<file path="src/hw/rtl/checked_integer_fold_alu_top_assert.svh">
// Assertion macros for the fold ALU top level.
`ifndef CHECKED_INTEGER_FOLD_ALU_TOP_ASSERT_SVH
`define CHECKED_INTEGER_FOLD_ALU_TOP_ASSERT_SVH

// Antecedent implies consequent in the same cycle.
`define CFA_CHECK_NOW(lbl, ante, cons, msg) \
  lbl: assert property (@(posedge clk) disable iff (rst) (ante) |-> (cons)) else $error(msg);

// Antecedent implies consequent in the next cycle.
`define CFA_CHECK_NEXT(lbl, ante, cons, msg) \
  lbl: assert property (@(posedge clk) disable iff (rst) (ante) |=> (cons)) else $error(msg);

`endif

</file>
<file path="src/hw/rtl/cfa_div.sv">
`default_nettype none
module cfa_div #(
  parameter int W = 64
) (
  input  wire logic         clk,
  input  wire logic         rst,
  input  wire logic         start,
  input  wire logic [W-1:0] n,
  input  wire logic [W-1:0] d,
  output logic              done,
  output logic [W-1:0]      quo,
  output logic [W-1:0]      rmd
);
  localparam int CW = $clog2(W + 1);

  logic          busy;
  logic [CW-1:0] cnt;
  logic [W-1:0]  nq, dq, rem;
  logic [W:0]    rem_sh, diff;
  logic          take;

  // one restoring step a cycle
  assign rem_sh = {rem, nq[W-1]};
  assign diff   = rem_sh - {1'b0, dq};
  assign take   = (rem_sh >= {1'b0, dq});

  always_ff @(posedge clk) begin
    if (rst) begin
      busy <= 1'b0;
      cnt  <= '0;
    end else if (start) begin
      busy <= 1'b1;
      cnt  <= '0;
    end else if (busy) begin
      if (cnt == CW'(W)) busy <= 1'b0;
      else               cnt  <= cnt + CW'(1);
    end
  end

  always_ff @(posedge clk) begin
    if (start) begin
      nq  <= n;
      dq  <= d;
      rem <= '0;
    end else if (busy && cnt != CW'(W)) begin
      rem <= take ? diff[W-1:0] : rem_sh[W-1:0];
      nq  <= {nq[W-2:0], take};
    end
  end

  assign done = busy && (cnt == CW'(W));
  assign quo  = nq;
  assign rmd  = rem;
endmodule
`default_nettype wire

</file>
<file path="config.mk">
export PLATFORM = sky130hd
export DESIGN_NAME = cfa_div
export DESIGN_NICKNAME = d
export VERILOG_FILES = /design/src/hw/rtl/checked_integer_fold_alu_top_assert.svh /design/src/hw/rtl/cfa_div.sv
export SDC_FILE = /design/constraint.sdc
export NUM_CORES = 1
export LEC_CHECK = 0
export BUFFER_PORTS_ARGS = -buffer_cell sky130_fd_sc_hd__buf_2
export CORE_MARGIN = 5
export CORE_UTILIZATION = 56
export DETAILED_ROUTE_END_ITERATION = 12
export GPL_TIMING_DRIVEN = 0
export HOLD_SLACK_MARGIN = 0.02
export PLACE_DENSITY = 0.82
export SETUP_SLACK_MARGIN = 0.3
export SLEW_MARGIN = 10
export SYNTH_ARGS = -nofsm -noshare
export SYNTH_HDL_FRONTEND = slang
export SYNTH_SLANG_ARGS = --single-unit
</file>
<file path="constraint.sdc">
create_clock -name clk -period 5 [get_ports clk]
set_input_delay 0.5 -clock clk [delete_from_list [all_inputs] [get_ports clk]]
set_output_delay 0.5 -clock clk [all_outputs]
set_load 0.01 [all_outputs]
</file>
==> out/metrics.csv <==
metric,value,unit
outcome,"finished, final reports clean",
Post-CTS Resized,0,
boundary pin count,260,
DIE AREA,24700,um2
Syn. warnings,0,
r2r setup slk,710,ps
Sink Count,200,
core area,21200,um2
power per cell area,323,nW/um2
hold path cells,1,
Syn Area/Cell,9.50,um2
die width,157,um
1st-pass router iterations,5,
# rows,53,
sequential share of power,0.432,
final setup vio count,0,
Reg-to-Reg End,rmd[62],
DRT antenna net count,0,
RSZ-0062 raised after global routing,no,
drt total wl,38.3,mm
Final Critical Period,4290,ps
worst min-delay path class,in2reg,
r2r worst-path depth,13,
Synth Register Bits,200,
Filler cells,1709,
Overall Global Routing Usage,0.307,
worst vdd ir,0.000218,V
internal power,3.07,mW
cts bufs inserted,17,
R2R Path Start,quo[63],
# Post-CTS Setup Buffers,0,
largest fanout on the critical path,5,
WHS Endpoint,dq[57],
share of the synthesized area in the top cell type,0.317,
max_slew headroom,0.346,
final setup margin,712,ps
Initial DRC Count,1093,
crit path kind,reg2reg,
"Distinct cells, synth",75,
pre-CTS WS,815,ps
switch share,0.342,
later-pin clock latency in the skew report,460,ps
share of post-route cells with drive strength above 1,0.251,
Psw,1.59,mW
"Seq/Total Area, Yosys",0.436,
Clk Tree Root Cell,clkbuf_16,
Final Skew,18.6,ps
RD Place Congestion,0.977,
first-pass GRT wire length,59.3,mm
Starting Density,0.573,
combinational power share,0.259,
CTS tree,yes,
area grow syn2layout,18.9,%
drt via density,6.09,
initial antenna violation count,1,
CTS max path bufs,2,
final net count,1753,
share of total power in the clock network,0.309,
Mapped Nets,1474,
Port-buffer cells,259,
max_cap viols,0,
detailed placer's ending HPWL,29.3,mm
"EDFF count, synth",128,
crit path DAT,4670,ps
crit path capture type,register,
cts hold-fix bufs,0,
"count leader, synth",nand2_1,
worst slew pin tran,973,ps
DR vias,11200,
Async SR Flop Fraction,0,
final core occ,0.681,
Post-Syn Instances,1276,
"Top FF cell, synth",edfxtp_1,
CTS H-tree depth,4,
DRC,0,
min-delay src,d[57],
Clock Pin Slew Worst Setup and Hold Paths,90,ps
period utilization,0.858,
Vert. Die Dim,157,um
pin count of the biggest net entering global routing,69,
ant diodes,0,
vias in the first global route,11000,
main area contributors after synthesis,"edfxtp_1 (32%), dfxtp_1 (12%), ha_1 (6.8%), mux2_2 (6.2%), nand2_1 (4.7%)",
Pins Over Slew Limit,0,
"Remaining Overflow, GRT",0,
synthesized area,12100,um2
LEAKAGE,6.38,nW
post-synth top area cell,edfxtp_1,
Peak Freq,233,MHz
CP Launch Type,register,
CP Data Required Time,5380,ps
routed len/inst,20.8,um
Final Hold Viols,0,
synth cell count leaders,"nand2_1 (153), edfxtp_1 (128), a21oi_1 (101)",
final cells by class:
cell class / instances / area [um2] / area share
multi-input combinational: 909 / 6190 / 0.430
inverter: 93 / 349 / 0.0242
sequential: 200 / 5290 / 0.367
tap: 275 / 344 / 0.0239
timing repair buffer: 260 / 1330 / 0.0920
clock inverter: 15 / 188 / 0.0130
clock buffer: 17 / 425 / 0.0295
buffer: 74 / 300 / 0.0208
cells in the final DEF, fill, tap and decap left out, types with 4 or more instances in the layout:
cell type and n:
a211o_1 4, a211oi_1 9, a21o_1 44, a21oi_1 101
a311oi_1 32, a31o_2 4, a31oi_1 24, and2_1 5
and3_1 11, buf_1 6, buf_2 270, clkbuf_1 55
clkbuf_16 17, clkinv_8 5, dfxtp_1 72, edfxtp_1 128
ha_1 66, inv_1 92, mux2_2 67, nand2_1 152
nand2b_1 10, nand3_1 15, nand4_1 33, nor2_1 88
nor3_1 18, nor4_1 4, o211ai_1 14, o21a_1 7
o21ai_0 55, o21bai_1 13, or2_2 4, or3_1 4
xnor2_1 32, xor2_1 21
worst max-delay path by stage:
| stage | start | endpoint | slack [ps] | cells after the start |
|---|---|---|---|---|
| after floorplan | quo[63] | rmd[62] | 1380 | 13 |
| after global placement | start | quo[25] | -100 | 4 |
| after detailed placement | quo[63] | rmd[62] | 810 | 13 |
| after CTS | quo[63] | rmd[62] | 770 | 13 |
| after global routing | dq[39] | rmd[44] | 550 | 13 |
| final | quo[63] | rmd[62] | 710 | 13 |
state kept, by name (all words and copies together) (netlist names):
signal	flops
dq	64
quo	64
rmd	64
cnt	7
busy	1
logic make-up (layout without fill, tap and decap cells):
| group | after synthesis | in the layout | synth area share |
|---|---|---|---|
| fa+ha+maj | 67 | 67 | 0.0698 |
| xor+xnor | 53 | 53 | 0.0383 |
| buf+inv | 167 | 459 | 0.0536 |
| mux | 70 | 70 | 0.0647 |
| compound gates | 354 | 354 | 0.199 |
| flops | 200 | 200 | 0.436 |
| simple gates | 365 | 365 | 0.139 |
worst max-delay path, cell delays in order, from the launching register on:
cell and delay, ps:
edfxtp_1 450, inv_1 80, ha_1 230, fa_1 400, and2b_1 230, o2111ai_1 180, a2111oi_2 410, a311oi_2 150
a211oi_2 420, a31oi_1 250, o31a_4 440, o41ai_2 370, mux2_2 390, a211oi_2 200
power groups by stage:
stage	sequential [mW]	combinational [mW]	clock, mW
2_1_floorplan	2.07	0.750	0
4_1_cts	2.02	1.19	1.46
3_3_place_gp	2.05	1.16	0
6_report	2.01	1.21	1.44
3_5_place_dp	2.05	1.18	0
5_1_grt	2.03	1.32	1.53
metrics by stage:
stage	TNS (ps)	cells	total power [mW]	hold WS [ps]	cell area, um2
5_1_grt	0	1843	4.88	197	14400
3_5_place_dp	0	1811	3.23	487	13800
6_report	0	1843	4.66	211	14400
4_1_cts	0	1843	4.66	199	14400
2_1_floorplan	0	1276	2.82	458	12100
3_3_place_gp	-6100	1810	3.21	473	13800
layer usage:
layer / vias up / GRT usage / routed length, um
met1: 5254 / 0.375 / 14400
met2: 593 / 0.523 / 18600
met4: 2 / 0.141 / 1690
met3: 130 / 0.0646 / 3590
met5: - / 0 / 18
li1: 5236 / - / -
Note: power is estimated with default switching activity, not from simulation.
