File: config.mk
export PLATFORM = sky130hd
export DESIGN_NAME = cfa_mul
export DESIGN_NICKNAME = d
export VERILOG_FILES = /design/src/hw/rtl/checked_integer_fold_alu_top_assert.svh /design/src/hw/rtl/cfa_mul.sv
export SDC_FILE = /design/constraint.sdc
export NUM_CORES = 2
export LEC_CHECK = 0
export BUFFER_PORTS_ARGS = -buffer_cell sky130_fd_sc_hd__buf_4
export CAP_MARGIN = 20
export CORE_UTILIZATION = 40
export CTS_CLUSTER_SIZE = 12
export DETAILED_ROUTE_END_ITERATION = 7
export PLACE_DENSITY = 0.6
export SLEW_MARGIN = 30
export SYNTH_ARGS = -nofsm -noshare
export SYNTH_HDL_FRONTEND = slang
export SYNTH_SLANG_ARGS = --single-unit
File: constraint.sdc
create_clock -name clk -period 18.2 [get_ports clk]
set_input_delay 0.91 -clock clk [delete_from_list [all_inputs] [get_ports clk]]
set_output_delay 0.91 -clock clk [all_outputs]
set_load 0.03 [all_outputs]
File: src/hw/rtl/checked_integer_fold_alu_top_assert.svh
// Assertion macros for the fold ALU top level.
`ifndef CHECKED_INTEGER_FOLD_ALU_TOP_ASSERT_SVH
`define CHECKED_INTEGER_FOLD_ALU_TOP_ASSERT_SVH

// Antecedent implies consequent in the same cycle.
`define CFA_CHECK_NOW(lbl, ante, cons, msg) \
  lbl: assert property (@(posedge clk) disable iff (rst) (ante) |-> (cons)) else $error(msg);

// Antecedent implies consequent in the next cycle.
`define CFA_CHECK_NEXT(lbl, ante, cons, msg) \
  lbl: assert property (@(posedge clk) disable iff (rst) (ante) |=> (cons)) else $error(msg);

`endif

File: src/hw/rtl/cfa_mul.sv
`default_nettype none
module cfa_mul #(
  parameter int W = 64
) (
  input  wire logic         clk,
  input  wire logic         rst,
  input  wire logic         start,
  input  wire logic [W-1:0] a,
  input  wire logic [W-1:0] b,
  output logic              done,
  output logic [W-1:0]      prod
);
  localparam int HW = (W + 1) / 2;
  localparam int PW = 4 * HW;
  localparam logic [PW-1:0] MAXMAG = PW'({(W-1){1'b1}});
  localparam logic [W-1:0]  SAT = W'(1) << (W - 1);

  logic            busy;
  logic [2:0]      cnt;
  logic [2*HW-1:0] la, lb, pp;
  logic [1:0]      psel;
  logic [PW-1:0]   acc, pp_ext, pp_sh;
  logic [HW-1:0]   ahalf, bhalf;
  logic [1:0]      sh;

  // pick the halves for this partial product
  assign ahalf = cnt[1] ? la[2*HW-1:HW] : la[HW-1:0];
  assign bhalf = cnt[0] ? lb[2*HW-1:HW] : lb[HW-1:0];

  // align the previous partial product
  assign sh     = {1'b0, psel[1]} + {1'b0, psel[0]};
  assign pp_ext = PW'(pp);
  always_comb begin
    case (sh)
      2'd0:    pp_sh = pp_ext;
      2'd1:    pp_sh = pp_ext << HW;
      default: pp_sh = pp_ext << (2 * HW);
    endcase
  end

  // sequence: four products, each accumulated in the cycle after it is formed
  always_ff @(posedge clk) begin
    if (rst) begin
      busy <= 1'b0;
      cnt  <= '0;
    end else if (start) begin
      busy <= 1'b1;
      cnt  <= '0;
    end else if (busy) begin
      cnt <= cnt + 3'd1;
      if (cnt == 3'd5) busy <= 1'b0;
    end
  end

  always_ff @(posedge clk) begin
    if (start) begin
      la  <= (2*HW)'(a);
      lb  <= (2*HW)'(b);
      acc <= '0;
    end else if (busy) begin
      if (cnt < 3'd4) begin
        pp   <= ahalf * bhalf;
        psel <= cnt[1:0];
      end
      if (cnt >= 3'd1 && cnt <= 3'd4) acc <= acc + pp_sh;
    end
  end

  // saturate beyond the magnitude limit
  assign done = busy && (cnt == 3'd5);
  assign prod = (acc > MAXMAG) ? SAT : acc[W-1:0];
endmodule
`default_nettype wire

==> impl_metrics.ini <==
[status]
outcome = finished clean

[layout]
drive_gt1_share_pct = 7.92
n_fill_cell = 13142
fin_nets = 7609
seq_area_um2 = 8480
final_util_pct = 44.2
area_growth_pct = 8.99
multiInputGateArea_um2 = 40700

[synthesis]
syn_area_per_cell_um2 = 8.68
synthArstFlopShare_pct = 0
ys_ff_latch = 326
synthFlopType = edfxtp_1
yosys_warnings = 0
synth_edf_count = 194
syn_inst = 6174
seq_area_frac_synth_pct = 15.8
syn_area_um2 = 53600
yosys.area.top_type = fa_1
synth.distinct_cells = 81
syn-num-nets = 7597
synth_area_leaders = fa_1 34%, edfxtp_1 11%, ha_1 9.2%
netlist.area_leader.share_pct = 33.5

[setup_path]
r2r_slack_ps = 8040
critPathArrivalTime_ps = 10550
reg2reg_to = pp[62]
reg2reg_depth = 28
cp_top_family = adder cells
cp_data_required_time_ps = 18590
path_common_cell = fa_1
r2r_start = cnt[1]
path_max_fanout = 36
end_kind = flop
path_buf_inv = 6
cpPeakStageDelay_ps = 740
slowest_stage = dfxtp_4
criticalPathCategory = reg2reg
startpoint = cnt[1]
worstSetupStartpointType = flop

[global_route]
grt_pass1_vias = 45492
antenna_found_initial = 0
grt_max_degree = 100
grt_util_all_layers_pct = 28.7
grt_pass1_wl_mm = 290
overflow = 0

[clock_tree]
cts_resized = 0
cts_hold_buf = 0
post_cts_buffers = 0
clock_sinks = 326
cts_buffers = 41
clock-root-buffer = clkbuf_16
cts_tree = yes
htreeDepth = 2
clkTransAtPathRegs_ps = 60
clk_latency_ps = 650
clock_path_buffers = 3

[detailed_routing]
first_iter_violations = 4238
via_count = 44941
vias_per_cell = 5.64
drtAntennaViolNets = 0
drt_pass1_iterations = 6
wl_mm = 196
route.detailed.drc = 0
wl_per_cell_um = 24.5

[floorplanning]
die_area_um2 = 135000
fp.dieH_um = 368
core-area_um2 = 132000
io_pins = 196
start_util_pct = 40.6
die_x_um = 368
num_rows = 133

[job]
cap_violations = 0

[sta]
maxSlewViolCount = 0
worst_pin_slew_ps = 999
max_freq_mhz = 98.4
tns_ps = 0
min_period_ps = 10160
period_share_pct = 55.8
hold_viol_final = 0
clock_skew_ps = 34.2
grt_setup_unrepaired = false
setup_viol = 0
slew_headroom_pct = 32.0

[placement]
dp_hpwl_mm = 153
gp_congestion = 1.03
numPortBuffers = 195

[min_path]
whs_path_depth = 1
worstHoldStart = b[30]
hold-path-endpoint = lb[30]
hold_path.class = in2reg
==> layout by cell type, fill, tap and decap left out, types with 21 or more instances in the layout <==
cell type and count:
a211oi_1 22, a21o_1 91, a21oi_1 325, a22o_1 42
a31oi_1 23, and2_1 130, buf_4 275, clkbuf_16 41
dfxtp_1 130, edfxtp_1 194, fa_1 897, ha_1 394
inv_1 945, mux2_2 61, mux2i_1 21, mux2i_2 41
nand2_1 836, nand2b_1 26, nand3_1 50, nand4_1 83
nor2_1 778, nor3_1 47, nor4_1 31, o21a_1 32
o21ai_0 221, o21bai_1 44, xnor2_1 103, xor2_1 63
==> registers in the layout, indices dropped and copies added (netlist names) <==
signal	cells
cnt	3
la	64
pp	64
lb	64
acc	128
psel	2
busy	1
==> cells in the mapped netlist (6+ instances only) <==
cell type and count:
a211o_1 8, a211oi_1 22, a21boi_0 11, a21o_1 91, a21oi_1 325, a221oi_1 6, a22o_1 42, a31oi_1 23
and2_1 130, and3_1 16, buf_1 18, clkbuf_1 289, dfxtp_1 132, edfxtp_1 194, fa_1 897, ha_1 395
inv_1 945, mux2_2 61, mux2i_1 69, nand2_1 836, nand2b_1 26, nand3_1 51, nand3b_1 7, nand4_1 83
nor2_1 779, nor2b_1 21, nor3_1 47, nor4_1 32, o211ai_1 12, o21a_1 32, o21ai_0 221, o21bai_1 44
o31a_1 8, o31ai_1 18, or2_2 12, or3_1 17, xnor2_1 103, xor2_1 63
==> final cells by class <==
| type | count | area share (%) |
|---|---|---|
| Multi-Input combinational cell | 4594 | 69.7 |
| Sequential cell | 326 | 14.5 |
| Inverter | 945 | 6.07 |
| Tap cell | 1755 | 3.76 |
| Timing Repair Buffer | 278 | 3.63 |
| Clock buffer | 55 | 1.92 |
| Clock inverter | 18 | 0.428 |
| Antenna cell | 2 | 0.00857 |
==> metal layers <==
| metal | GRT usage [%] | vias to the layer above | routed length (µm) |
|---|---|---|---|
| met1 | 37.6 | 22380 | 78300 |
| met5 | 0 | - | 0 |
| met4 | 14.3 | 0 | 11900 |
| met3 | 5.68 | 479 | 18300 |
| li1 | - | 19753 | - |
| met2 | 45.3 | 2329 | 87100 |
==> metrics by stage <==
| step | hold WS [ps] | worst slack (ps) | instance area (µm²) | cells |
|---|---|---|---|---|
| 6_report | 429 | 8040 | 58400 | 7973 |
| 3_3_place_gp | 457 | 8040 | 57000 | 7897 |
| 2_1_floorplan | 443 | 9180 | 53600 | 6174 |
| 4_1_cts | 398 | 8090 | 58400 | 7970 |
| 3_5_place_dp | 464 | 8100 | 57000 | 7897 |
| 5_1_grt | 415 | 7600 | 58400 | 7971 |
==> cells by family (layout without fill, tap and decap cells) <==
logic type / Yosys count / after routing / synth area share [%]
adder cells (fa/ha/maj): 1292 / 1292 / 42.7
AND/OR/NAND/NOR: 2080 / 2080 / 16.6
other: 0 / 2 / 0
multiplexers: 131 / 131 / 2.59
buffers and inverters: 1254 / 1296 / 8.79
XOR/XNOR: 166 / 166 / 2.71
AO/OA/AOI/OAI: 925 / 925 / 10.7
flip-flops: 326 / 326 / 15.8
==> worst max-delay path by stage <==
stage | end | slack [ps] | cells after the start
floorplan | pp[62] | 9180 | 30
global placement | pp[55] | 8040 | 30
detailed placement | pp[62] | 8100 | 28
CTS | pp[42] | 8090 | 27
global route | pp[42] | 7600 | 27
finish | pp[62] | 8040 | 28
Power is not shown: default switching activity piles up to over one toggle a cycle in this logic, so the estimate is an artifact.
